### config.mk
export PLATFORM = sky130hd
export DESIGN_NAME = keypad_matrix_event_scanner_core
export DESIGN_NICKNAME = d
export VERILOG_FILES = /design/src/sv/kmes_pkg.sv /design/src/sv/keypad_matrix_event_scanner_core.sv /design/src/sv/kmes_ram.sv
export SDC_FILE = /design/constraint.sdc
export NUM_CORES = 2
export LEC_CHECK = 0
export BUFFER_PORTS_ARGS = -buffer_cell sky130_fd_sc_hd__buf_2
export CORE_MARGIN = 5
export CORE_UTILIZATION = 50
export DETAILED_ROUTE_END_ITERATION = 8
export HOLD_SLACK_MARGIN = 0.15
export PLACE_DENSITY = 0.78
export SLEW_MARGIN = 20
export SYNTH_ARGS = -nofsm -noshare
export SYNTH_HDL_FRONTEND = slang
export SYNTH_SLANG_ARGS = --single-unit
### constraint.sdc
create_clock -name clk -period 15.3 [get_ports clk]
set_input_delay 3.06 -clock clk [delete_from_list [all_inputs] [get_ports clk]]
set_output_delay 3.06 -clock clk [all_outputs]
set_load 0.02 [all_outputs]
### src/sv/kmes_pkg.sv
package kmes_pkg;

  // field widths of one queued event
  localparam int KEY_W  = 5;
  localparam int KIND_W = 2;
  localparam int EVT_W  = KEY_W + KIND_W;

  // fixed widths of the input and configuration fields
  localparam int TIME_W   = 32;
  localparam int KEYS_W   = 16;
  localparam int CFG_W    = 16;
  localparam int CFG_IDX_W = 2;

  // action codes
  typedef enum logic [KIND_W-1:0] {
    ACT_PRESS   = 2'd0,
    ACT_LONG    = 2'd1,
    ACT_RELEASE = 2'd2
  } action_t;

  // operation codes on the input channel
  typedef enum logic {
    OP_SCAN = 1'b0,
    OP_POP  = 1'b1
  } op_t;

  // configuration register indexes
  localparam logic [CFG_IDX_W-1:0] REG_DEBOUNCE   = 2'd0;
  localparam logic [CFG_IDX_W-1:0] REG_LONG       = 2'd1;
  localparam logic [CFG_IDX_W-1:0] REG_REPORT_ALL = 2'd2;

  // register reset values
  localparam logic [CFG_W-1:0] DEBOUNCE_RESET = 16'd100;
  localparam logic [CFG_W-1:0] LONG_RESET     = 16'd500;

  // encoder event key indexes
  localparam logic [KEY_W-1:0] ENC_LEFT_INDEX  = 5'd16;
  localparam logic [KEY_W-1:0] ENC_RIGHT_INDEX = 5'd17;

  // one entry of the event queue
  typedef struct packed {
    logic [KEY_W-1:0] key;
    action_t          kind;
  } event_t;

endpackage

### src/sv/keypad_matrix_event_scanner_core.sv
// scan tick: one key per cycle through the press-time ram, then the encoder step;
//   at most one event written to the queue per cycle
// pop: the request passes through ST_POP (queue ram read) and ST_POP_DONE, where the result
//   register is loaded once the previous result has been taken
// one item in work at a time; the input is stalled until it finishes
// synchronous reset clears key flags, encoder arm, queue pointers, count and lost flag;
//   ram contents are not cleared
module keypad_matrix_event_scanner_core #(
  parameter int QUEUE_DEPTH = 128,
  parameter int SCAN_ROWS   = 4,
  parameter int SCAN_COLS   = 4
) (
  input  logic                                clk,
  input  logic                                rst,
  // input channel
  input  logic                                in_valid,
  output logic                                in_stall,
  input  logic                                op,
  input  logic [kmes_pkg::TIME_W-1:0]         now_ms,
  input  logic [kmes_pkg::KEYS_W-1:0]         key_states,
  input  logic                                enc_a,
  input  logic                                enc_b,
  // output channel
  output logic                                out_valid,
  input  logic                                out_stall,
  output logic                                event_valid,
  output logic [kmes_pkg::KEY_W-1:0]          key_index,
  output logic [kmes_pkg::KIND_W-1:0]         action_kind,
  output logic                                events_lost,
  // configuration channel
  input  logic                                cfg_valid,
  output logic                                cfg_ready,
  input  logic [kmes_pkg::CFG_IDX_W-1:0]      cfg_index,
  input  logic [kmes_pkg::CFG_W-1:0]          cfg_data
);

  import kmes_pkg::*;

  localparam int NUM_KEYS = SCAN_ROWS * SCAN_COLS;
  localparam int KW       = (NUM_KEYS > 1) ? $clog2(NUM_KEYS) : 1;
  localparam int KCW      = $clog2(NUM_KEYS + 1);
  localparam int PW       = $clog2(QUEUE_DEPTH);
  localparam int CW       = $clog2(QUEUE_DEPTH + 1);
  localparam logic [KCW-1:0] LAST_K    = KCW'(NUM_KEYS);
  localparam logic [CW-1:0]  FULL_CNT  = CW'(QUEUE_DEPTH);
  localparam logic [PW-1:0]  LAST_PTR  = PW'(QUEUE_DEPTH - 1);

  typedef enum logic [4:0] {
    ST_IDLE     = 5'b00001,
    ST_SCAN     = 5'b00010,
    ST_ENC      = 5'b00100,
    ST_POP      = 5'b01000,
    ST_POP_DONE = 5'b10000
  } state_t;

  state_t state, state_next;

  // configuration registers
  logic [CFG_W-1:0] debounce_ms;
  logic [CFG_W-1:0] long_ms;
  logic             report_all_actions;

  // captured scan tick
  logic [TIME_W-1:0] now_q;
  logic [KEYS_W-1:0] keys_q;
  logic              enc_a_q;
  logic              enc_b_q;

  // per-key flags and encoder arm
  logic [NUM_KEYS-1:0] held;
  logic [NUM_KEYS-1:0] long_mk;
  logic                armed;

  // key walk counter
  logic [KCW-1:0] k;
  logic [KCW-1:0] p_full;
  logic [KW-1:0]  p;

  // queue control
  logic [PW-1:0] wp;
  logic [PW-1:0] rp;
  logic [CW-1:0] count;
  logic          lost;

  // press-time ram
  logic              st_wr_en;
  logic [TIME_W-1:0] st_rd_data;

  // event ram
  logic   ev_wr_en;
  event_t ev_wr_data;
  event_t ev_rd_data;

  // key processing signals
  logic [NUM_KEYS-1:0] pk;
  logic                proc_on;
  logic                pressed;
  logic [TIME_W-1:0]   elapsed;
  logic                gt_db;
  logic                gt_long;
  logic                flag_we;
  logic                held_bit;
  logic                long_bit;
  logic                arm_we;
  logic                arm_bit;
  logic                enq_req;
  logic [KEY_W-1:0]    enq_key;
  action_t             enq_kind;
  logic                enq_ok;
  logic                full;
  logic                lost_set;
  logic                pop_fire;
  logic                pop_hit;

  assign in_stall  = (state != ST_IDLE);
  assign cfg_ready = (state == ST_IDLE);

  // configuration writes
  always_ff @(posedge clk) begin
    if (rst) begin
      debounce_ms        <= DEBOUNCE_RESET;
      long_ms            <= LONG_RESET;
      report_all_actions <= 1'b0;
    end else if (cfg_valid && cfg_ready) begin
      unique case (cfg_index)
        REG_DEBOUNCE:   debounce_ms        <= cfg_data;
        REG_LONG:       long_ms            <= cfg_data;
        REG_REPORT_ALL: report_all_actions <= cfg_data[0];
        default: ;
      endcase
    end
  end

  // keys beyond the input width read released
  for (genvar i = 0; i < NUM_KEYS; i++) begin : g_pk
    if (i < KEYS_W) begin : g_in
      assign pk[i] = keys_q[i];
    end else begin : g_out
      assign pk[i] = 1'b0;
    end
  end

  // key k is read while key k-1 is processed
  assign p_full  = k - KCW'(1);
  assign p       = p_full[KW-1:0];
  assign proc_on = (state == ST_SCAN) && (k != '0);
  assign pressed = pk[p];
  assign elapsed = now_q - st_rd_data;
  assign gt_db   = elapsed > TIME_W'(debounce_ms);
  assign gt_long = elapsed > TIME_W'(long_ms);

  kmes_ram #(
    .WIDTH (TIME_W),
    .DEPTH (NUM_KEYS)
  ) u_stamp_ram (
    .clk     (clk),
    .wr_en   (st_wr_en),
    .wr_addr (p),
    .wr_data (now_q),
    .rd_addr (k[KW-1:0]),
    .rd_data (st_rd_data)
  );

  // per-key decision and encoder decision
  always_comb begin
    st_wr_en = 1'b0;
    flag_we  = 1'b0;
    held_bit = 1'b0;
    long_bit = 1'b0;
    arm_we   = 1'b0;
    arm_bit  = 1'b0;
    enq_req  = 1'b0;
    enq_key  = KEY_W'(p);
    enq_kind = ACT_PRESS;
    if (proc_on) begin
      if (held[p]) begin
        if (gt_db) begin
          if (!pressed) begin
            flag_we = 1'b1;
            if (!long_mk[p]) begin
              enq_req  = 1'b1;
              enq_kind = ACT_RELEASE;
            end
          end else if (gt_long && !long_mk[p]) begin
            flag_we  = 1'b1;
            held_bit = 1'b1;
            long_bit = 1'b1;
            enq_req  = 1'b1;
            enq_kind = ACT_LONG;
          end
        end
      end else if (pressed && !long_mk[p]) begin
        st_wr_en = 1'b1;
        flag_we  = 1'b1;
        held_bit = 1'b1;
        enq_req  = 1'b1;
      end
    end
    if (state == ST_ENC) begin
      if (enc_a_q && enc_b_q) begin
        arm_we  = 1'b1;
        arm_bit = 1'b1;
      end else if (armed && enc_a_q && !enc_b_q) begin
        arm_we  = 1'b1;
        enq_req = 1'b1;
        enq_key = ENC_LEFT_INDEX;
      end else if (armed && !enc_a_q && enc_b_q) begin
        arm_we  = 1'b1;
        enq_req = 1'b1;
        enq_key = ENC_RIGHT_INDEX;
      end
    end
  end

  // enqueue filter and full check
  assign enq_ok           = enq_req && ((enq_kind == ACT_PRESS) || report_all_actions);
  assign full             = (count == FULL_CNT);
  assign ev_wr_en         = enq_ok && !full;
  assign lost_set         = enq_ok && full;
  assign ev_wr_data.key   = enq_key;
  assign ev_wr_data.kind  = enq_kind;

  kmes_ram #(
    .WIDTH (EVT_W),
    .DEPTH (QUEUE_DEPTH)
  ) u_event_ram (
    .clk     (clk),
    .wr_en   (ev_wr_en),
    .wr_addr (wp),
    .wr_data (ev_wr_data),
    .rd_addr (rp),
    .rd_data (ev_rd_data)
  );

  // pop completes once the result register is free
  assign pop_fire = (state == ST_POP_DONE) && (!out_valid || !out_stall);
  assign pop_hit  = pop_fire && (count != '0);

  // sequencer
  always_comb begin
    state_next = state;
    unique case (state)
      ST_IDLE: begin
        if (in_valid) begin
          state_next = (op == OP_POP) ? ST_POP : ST_SCAN;
        end
      end
      ST_SCAN: begin
        if (k == LAST_K) begin
          state_next = ST_ENC;
        end
      end
      ST_ENC:      state_next = ST_IDLE;
      ST_POP:      state_next = ST_POP_DONE;
      ST_POP_DONE: begin
        if (pop_fire) begin
          state_next = ST_IDLE;
        end
      end
      default:     state_next = ST_IDLE;
    endcase
  end

  always_ff @(posedge clk) begin
    if (rst) begin
      state <= ST_IDLE;
    end else begin
      state <= state_next;
    end
  end

  // capture the scan tick and walk the keys
  always_ff @(posedge clk) begin
    if (state == ST_IDLE && in_valid) begin
      now_q   <= now_ms;
      keys_q  <= key_states;
      enc_a_q <= enc_a;
      enc_b_q <= enc_b;
    end
  end

  always_ff @(posedge clk) begin
    if (rst) begin
      k <= '0;
    end else if (state == ST_IDLE) begin
      k <= '0;
    end else if (state == ST_SCAN) begin
      k <= k + KCW'(1);
    end
  end

  // key flags and encoder arm
  always_ff @(posedge clk) begin
    if (rst) begin
      held    <= '0;
      long_mk <= '0;
      armed   <= 1'b0;
    end else begin
      if (flag_we) begin
        held[p]    <= held_bit;
        long_mk[p] <= long_bit;
      end
      if (arm_we) begin
        armed <= arm_bit;
      end
    end
  end

  // queue pointers, count and lost flag
  always_ff @(posedge clk) begin
    if (rst) begin
      wp    <= '0;
      rp    <= '0;
      count <= '0;
      lost  <= 1'b0;
    end else begin
      if (ev_wr_en) begin
        wp    <= (wp == LAST_PTR) ? '0 : wp + PW'(1);
        count <= count + CW'(1);
      end else if (pop_hit) begin
        rp    <= (rp == LAST_PTR) ? '0 : rp + PW'(1);
        count <= count - CW'(1);
      end
      if (pop_fire) begin
        lost <= 1'b0;
      end else if (lost_set) begin
        lost <= 1'b1;
      end
    end
  end

  // result register
  always_ff @(posedge clk) begin
    if (rst) begin
      out_valid <= 1'b0;
    end else if (pop_fire) begin
      out_valid <= 1'b1;
    end else if (!out_stall) begin
      out_valid <= 1'b0;
    end
  end

  always_ff @(posedge clk) begin
    if (pop_fire) begin
      event_valid <= pop_hit;
      key_index   <= pop_hit ? ev_rd_data.key : '0;
      action_kind <= pop_hit ? ev_rd_data.kind : ACT_PRESS;
      events_lost <= lost;
    end
  end

endmodule

### src/sv/kmes_ram.sv
module kmes_ram #(
  parameter int WIDTH = 8,
  parameter int DEPTH = 16
) (
  input  logic                                   clk,
  input  logic                                   wr_en,
  input  logic [(DEPTH > 1 ? $clog2(DEPTH) : 1)-1:0] wr_addr,
  input  logic [WIDTH-1:0]                       wr_data,
  input  logic [(DEPTH > 1 ? $clog2(DEPTH) : 1)-1:0] rd_addr,
  output logic [WIDTH-1:0]                       rd_data
);

  logic [WIDTH-1:0] mem [DEPTH];

  // one write port, one registered read port
  always_ff @(posedge clk) begin
    if (wr_en) begin
      mem[wr_addr] <= wr_data;
    end
    rd_data <= mem[rd_addr];
  end

endmodule

---- Word-level counts from Yosys, hierarchy flattened ----
Memory sizes are Yosys's and may differ from the RTL's. A register that Yosys moved wholly into a read port is not among the register bits.
Index checks and enable logic that the tools add are counted.
word-level totals
  word-level logic and storage cells ...... 151
  input port bits ......................... 74
  bits in writable memories ............... 1408
  memories kept ........................... 2
  bits in registers ....................... 159
memory list
  name             words  bits a word  read ports  clocked after memory_dff  write ports  line            source
  u_event_ram.mem  128    7            1           1                         1            kmes_ram.sv:13  logic [WIDTH-1:0] mem [DEPTH];
  u_stamp_ram.mem  16     32           1           1                         1            kmes_ram.sv:13
cells by class
  add/subtract/negate cells ............... 7
  bitwise gates (word level) .............. 1
  order comparisons ....................... 4
  equality and inequality tests ........... 16
  mux-type cells .......................... 64
  reduce and logical (&&, ||, !) cells .... 36
operators by type and width
  cell                 count
  $gt 32x16->1         2
  $mux 1               40
  $mux 5               7
  $bwmux 16            2
  $sub 32x32->32       1
  $pmux 5 s4           1
  $logic_and 1x1->1    16
  $mux 8               2
  $add 7x1->7 const B  2
  $eq 7x7->1 const B   2
  $mux 7               2
  $bmux 1 s4           3
  $eq 5x5->1 const B   2
  $mux 2               5
  $add 8x1->8 const B  1
  $eq 8x8->1 const B   1
  $reduce_and 2->1     4
  $reduce_bool 8->1    1
  $sub 8x1->8 const B  1
  $logic_not 1->1      6
  $ne 2x2->1 const B   3
  $add 5x1->5 const B  1
  $eq 5x1->1 const B   1
  $eq 5x2->1 const B   1
  18 further kinds     21

---- Longest topological paths before layout ----
  depth after elaboration ................. 18
  mapped depth ............................ 31
  mapped depth without buffers ............ 31

---- By module ----
Synthesis repeated with hierarchy kept, for this count alone.
second synthesis, totals
  cells, all modules ...................... 3342
  area total of the unflattened synthesis .. 64330.4 µm²
modules (own cells, without submodules)
  module                            times used  cells each  seq. area each (µm²)  area each (µm²)
  kmes_ram at u_event_ram           1           1453        27045.9               34807.1
  kmes_ram at u_stamp_ram           1           838         16015.4               19854.0
  keypad_matrix_event_scanner_core  1           1051        3773.6                9669.3

---- Least setup slack after synthesis ----
Ideal clock, no wire load.
  kind .................................... reg2reg
  from .................................... register k[0]
  to ...................................... memory u_event_ram.mem[0][1] (netlist name) (data pin)
  path buffers ............................ 5
  library setup time ...................... 1321 ps
  cell stages (with the launch flop) ...... 14
  path slack .............................. 4687 ps
  arrival time ............................ 9292 ps
  clock period less this slack ............ 10613 ps
  cell sequence ........................... dfxtp_1 buf_2 buf_2 clkbuf_1 buf_1 inv_1 ha_1 buf_2 mux4_2 mux4_2 or2_1 inv_1 nand2_1 a311oi_1
between the ends
  longest elaborated chain between the ends .. 8
  elaborated cells between the ends (all ways) .. 14
  classes of those cells .................. add/sub (1); mux (11); reduce/logical (2)
RTL lines
  item                          line                                     source
  from (decl)                   keypad_matrix_event_scanner_core.sv:75   logic [KCW-1:0] k;
  from (signal assigned)        keypad_matrix_event_scanner_core.sv:288  k <= k + KCW'(1);
  $sub 4x1->4 *                 keypad_matrix_event_scanner_core.sv:144  assign p_full = k - KCW'(1);
  via p_full[0]                 keypad_matrix_event_scanner_core.sv:76   logic [KCW-1:0] p_full;
  $bmux 1 s4                    keypad_matrix_event_scanner_core.sv:180  if (!long_mk[p]) begin
  $mux 1 (not written as such)  keypad_matrix_event_scanner_core.sv:180
  $mux 2                        keypad_matrix_event_scanner_core.sv:180
  $mux 2                        keypad_matrix_event_scanner_core.sv:178  if (!pressed) begin
  $mux 2                        keypad_matrix_event_scanner_core.sv:177  if (gt_db) begin
  $mux 2 *                      keypad_matrix_event_scanner_core.sv:176  if (held[p]) begin
  $mux 2 *                      keypad_matrix_event_scanner_core.sv:175  if (proc_on) begin
  via enq_kind[1]               keypad_matrix_event_scanner_core.sv:108  action_t enq_kind;
  to (decl)                     kmes_ram.sv:13
The timed path passes the listed nets; every way through them passes the cells marked *. The select of a mux whose other input is x is not followed.

---- Worst setup path after layout ----
  from .................................... register now_q[0]
  to ...................................... register count[7]
between the ends
  longest elaborated chain between the ends .. 15
  elaborated cells between the ends (all ways) .. 24
  classes of those cells .................. add/sub (1); order compare (2); mux (15); reduce/logical (6)
RTL lines
  item                                         line                                     source
  from (decl)                                  keypad_matrix_event_scanner_core.sv:64   logic [TIME_W-1:0] now_q;
  from (signal assigned)                       keypad_matrix_event_scanner_core.sv:275  now_q <= now_ms;
  $sub 32x32->32 *                             keypad_matrix_event_scanner_core.sv:148  assign elapsed = now_q - st_rd_data;
  $gt 32x16->1                                 keypad_matrix_event_scanner_core.sv:150  assign gt_long = elapsed > TIME_W'(long_ms);
  $logic_and 1x1->1                            keypad_matrix_event_scanner_core.sv:184  end else if (gt_long && !long_mk[p]) begin
  $mux 1                                       keypad_matrix_event_scanner_core.sv:184
  $mux 1                                       keypad_matrix_event_scanner_core.sv:178
  $mux 1                                       keypad_matrix_event_scanner_core.sv:177
  $mux 1                                       keypad_matrix_event_scanner_core.sv:176
  $mux 1                                       keypad_matrix_event_scanner_core.sv:175
  $mux 1                                       keypad_matrix_event_scanner_core.sv:207  end else if (armed && !enc_a_q && enc_b_q) begin
  $mux 1                                       keypad_matrix_event_scanner_core.sv:203  end else if (armed && enc_a_q && !enc_b_q) begin
  $mux 1                                       keypad_matrix_event_scanner_core.sv:200  if (enc_a_q && enc_b_q) begin
  $mux 1                                       keypad_matrix_event_scanner_core.sv:199  if (state == ST_ENC) begin
  $logic_and 1x1->1 *                          keypad_matrix_event_scanner_core.sv:216  assign enq_ok = enq_req && ((enq_kind == ACT_PRESS) || report_all_actions);
  $logic_and 1x1->1 *                          keypad_matrix_event_scanner_core.sv:218  assign ev_wr_en = enq_ok && !full;
  $mux 8 or $reduce_bool 2->1 (tied branches)  --
  to (signal assigned)                         keypad_matrix_event_scanner_core.sv:319  count <= count + CW'(1);
  to (signal assigned)                         keypad_matrix_event_scanner_core.sv:322  count <= count - CW'(1);
  to (decl)                                    keypad_matrix_event_scanner_core.sv:82   logic [CW-1:0] count;
Every way passes the cells marked *; elsewhere a longest branch is shown, timed or not.
A chain may end at the register's enable or synchronous reset.

==> flow_metrics.tcl <==
set metrics [dict create \
    synthFlopType "edfxtp_1" \
    seq_area_frac_synth_pct 72.7 \
    placed_cells 4932 \
    hold_path.class "reg -> reg" \
    end_kind "register" \
    yosysWarnings 0 \
    numCtsBuffers 155 \
    clk_latency_ns 0.81 \
    synth_edf_count 1467 \
    postRouteAntennaNets 0 \
    p_per_area_nw_per_um2 131 \
    arrival_ns 7.66 \
    htree_levels 4 \
    path_max_fanout 17 \
    layout-drive-gt1-share_pct 25.6 \
    synthCells 3300 \
    syn_area_per_cell_um2 19.5 \
    max_slew_margin_pct 21.6 \
    rsz0062_at_grt "false" \
    overflow 0 \
    grt_max_degree 102 \
    synth_cell_types 75 \
    grt_pass1_vias 33400 \
    clk_pin_slew_ns 0.06 \
    final_max_slew_viol_count 0 \
    grt_util_all_layers_pct 22.1 \
    cp.required_ns 16.00 \
    status "complete, no violations" \
    rows 131 \
    final_cells 5232 \
    die_x_um 369 \
    dieArea_um2 136000 \
    synth_nets 3453 \
    ctsResizeCount 0 \
    worstMarginPinSlew_ns 1.17 \
    hold_violations 0 \
    cts_sinks 1606 \
    place_hpwl_mm 84.6 \
    ctsHoldBuffers 0 \
    port_buffers 85 \
    synth_area_um2 64400 \
    tns_ns 0 \
    async_reset_ff_share_pct 0 \
    crit_type "reg -> reg" \
    fin_area_um2 72100 \
    crit_top_cell "a21oi_1" \
    routed_wirelength_mm 149 \
    antenna_found_initial 21 \
    vdd_drop_max_mv 0.148 \
    viasPerCell 6.31 \
    p_leak_nw 22.7 \
    fill_cells 9133 \
    crit_path_start_kind "register" \
    num_vias 33000 \
    cts_tree "built" \
    finalSetupViolCount 0 \
    cts-root-buf "clkbuf_16" \
    fmax_ghz 0.144 \
    fin_crit_sh_pct 45.5 \
    nets 3581 \
    post-route-drc-count 0 \
    gp_congestion 0.912 \
    die_y_um 369 \
    start_util_pct 50.4 \
    wl_per_cell_um 28.6 \
    drv_cap 0 \
    area_delta_synth_final_pct 11.9 \
    skew_ns 0.0680 \
    post-cts-setup-buffers 0 \
    place_area_um2 66800 \
    min_period_ns 6.96 \
    first_pass_iters 7 \
    postLayoutCoreUtil_pct 56.4 \
    ys_ff_latch 1606 \
    io_pins 86 \
    cp_slowest_cell "edfxtp_1" \
    core_area_um2 128000 \
    clockBufferDepth 3 \
    grt_pass1_wl_mm 223 \
    dr.first_iter.drc_count 4314 \
    slowest_delay_ns 0.63 \
]
registers in the layout, summed over array words and instances (netlist names), 7 cells and up:
signal,cells
u_event_ram.rd_data,7
u_stamp_ram.rd_data,32
wp,7
keys_q,16
now_q,32
rp,7
debounce_ms,16
long_mk,16
count,8
u_event_ram.mem,896
held,16
long_ms,16
u_stamp_ram.mem,512
path summary, 6_finish.rpt:
path / to / startpoint / cells after the start / slack (ns)
worst max-delay path: count[7]$_SDFFE_PP0P_ / now_q[0]$_DFFE_PP_ / 28 / 8.34
worst min-delay path: debounce_ms[14]$_SDFFE_PP0P_ / debounce_ms[14]$_SDFFE_PP0P_ / 2 / 0.45
worst max register to register: count[7]$_SDFFE_PP0P_ / now_q[0]$_DFFE_PP_ / 28 / 8.34
worst min register to register: debounce_ms[14]$_SDFFE_PP0P_ / debounce_ms[14]$_SDFFE_PP0P_ / 2 / 0.45
cell type report:
class	instances	area (um2)	area share [%]
sequential	1606	46900	65.0
multi-input combinational	1442	16700	23.1
clock buffer	197	4180	5.80
tap	1662	2080	2.88
clock inverter	89	1060	1.47
timing repair buffer	141	881	1.22
inverter	82	308	0.427
antenna	13	32.5	0.0451
cell usage after synthesis, drive strengths merged, types with 6 or more instances:
master | n | area share, %
a211o | 11 | 0.15
a21o | 17 | 0.20
a21oi | 120 | 0.94
and2 | 28 | 0.27
and3 | 29 | 0.28
buf | 65 | 0.48
clkbuf | 105 | 0.61
dfxtp | 139 | 4.3
edfxtp | 1467 | 68
ha | 77 | 1.5
inv | 81 | 0.47
mux2 | 14 | 0.24
mux4 | 469 | 16
nand2 | 121 | 0.71
nand2b | 6 | 0.058
nand3 | 51 | 0.40
nand4 | 21 | 0.20
nor2 | 204 | 1.2
nor2b | 14 | 0.14
nor3 | 33 | 0.30
nor4 | 14 | 0.16
o211ai | 17 | 0.26
o21a | 15 | 0.17
o21ai | 59 | 0.46
o21bai | 7 | 0.082
or2 | 7 | 0.068
xnor2 | 28 | 0.38
xor2 | 16 | 0.23
metal layers:
metal | global-route usage (%) | routed length [um] | share of wire, %
met3 | 4.89 | 13100 | 8.8
met4 | 6.67 | 4310 | 2.9
met2 | 36.4 | 75000 | 50
met1 | 29.9 | 57000 | 38
met5 | 0 | 34 | 0.023
kinds of logic (layout without fill, tap and decap cells):
family	after synthesis	in the layout	share of synthesized area, %
DFF	1606	1606	72.7
buffers and inverters	252	509	1.57
muxes	486	486	16.7
other	0	13	0
adders and majority gates	79	79	1.56
and+or+nand+nor	548	548	4.05
AOI/OAI and AO/OA	285	285	2.81
xor gates and xnor gates	44	44	0.610
per-stage QoR:
stage / worst slack, ns / power, mW / hold slack (ns)
after CTS: 8.36 / 9.47 / 0.458
after floorplan: 4.69 / 5.41 / 0.409
final: 8.34 / 9.41 / 0.455
after global routing: 7.72 / 9.74 / 0.468
after detailed placement: 8.47 / 5.62 / 0.445
after global placement: 8.72 / 5.60 / 0.442
critical path: cells and delay by family (launching register included):
kind / cells / cell delay, ns
AOI/OAI and AO/OA: 17 / 3.64
xor gates and xnor gates: 1 / 0.30
adders and majority gates: 4 / 1.25
buffers and inverters: 3 / 0.44
DFF: 1 / 0.63
and+or+nand+nor: 3 / 0.61
where the power goes:
part / total (mW) / switching [mW] / internal, mW
Combinational: 0.545 / 0.352 / 0.193
Sequential: 4.99 / 0.0982 / 4.89
Clock: 3.88 / 1.67 / 2.20
cell usage in the layout, fill, tap and decap left out, types with 6 or more instances in the layout:
cell type / netlist / final
diode_2: 0 / 13
clkinv_2: 0 / 22
a21o_1: 17 / 17
nand3_1: 51 / 50
inv_1: 81 / 81
o21a_1: 15 / 15
and2_1: 28 / 11
nor2_1: 204 / 200
nand2b_1: 6 / 6
clkbuf_1: 105 / 31
bufinv_16: 0 / 14
clkbuf_16: 0 / 158
edfxtp_1: 1467 / 1467
nand4_1: 21 / 21
dfxtp_4: 0 / 6
dfxtp_1: 139 / 131
clkinv_1: 1 / 31
nor4_1: 13 / 13
nand2_1: 121 / 121
buf_2: 14 / 84
nor3_1: 30 / 29
mux4_2: 469 / 469
buf_4: 6 / 54
xor2_1: 15 / 15
nor2b_1: 14 / 14
a211o_1: 11 / 11
clkinv_16: 0 / 8
mux2_2: 13 / 13
xnor2_1: 28 / 28
a21oi_1: 119 / 117
clkbuf_8: 0 / 8
and2_2: 0 / 17
ha_1: 77 / 77
and3_1: 29 / 29
o21ai_0: 55 / 55
o21bai_1: 7 / 7
o211ai_1: 14 / 14
No activity file was read; power rests on OpenSTA's default activity.
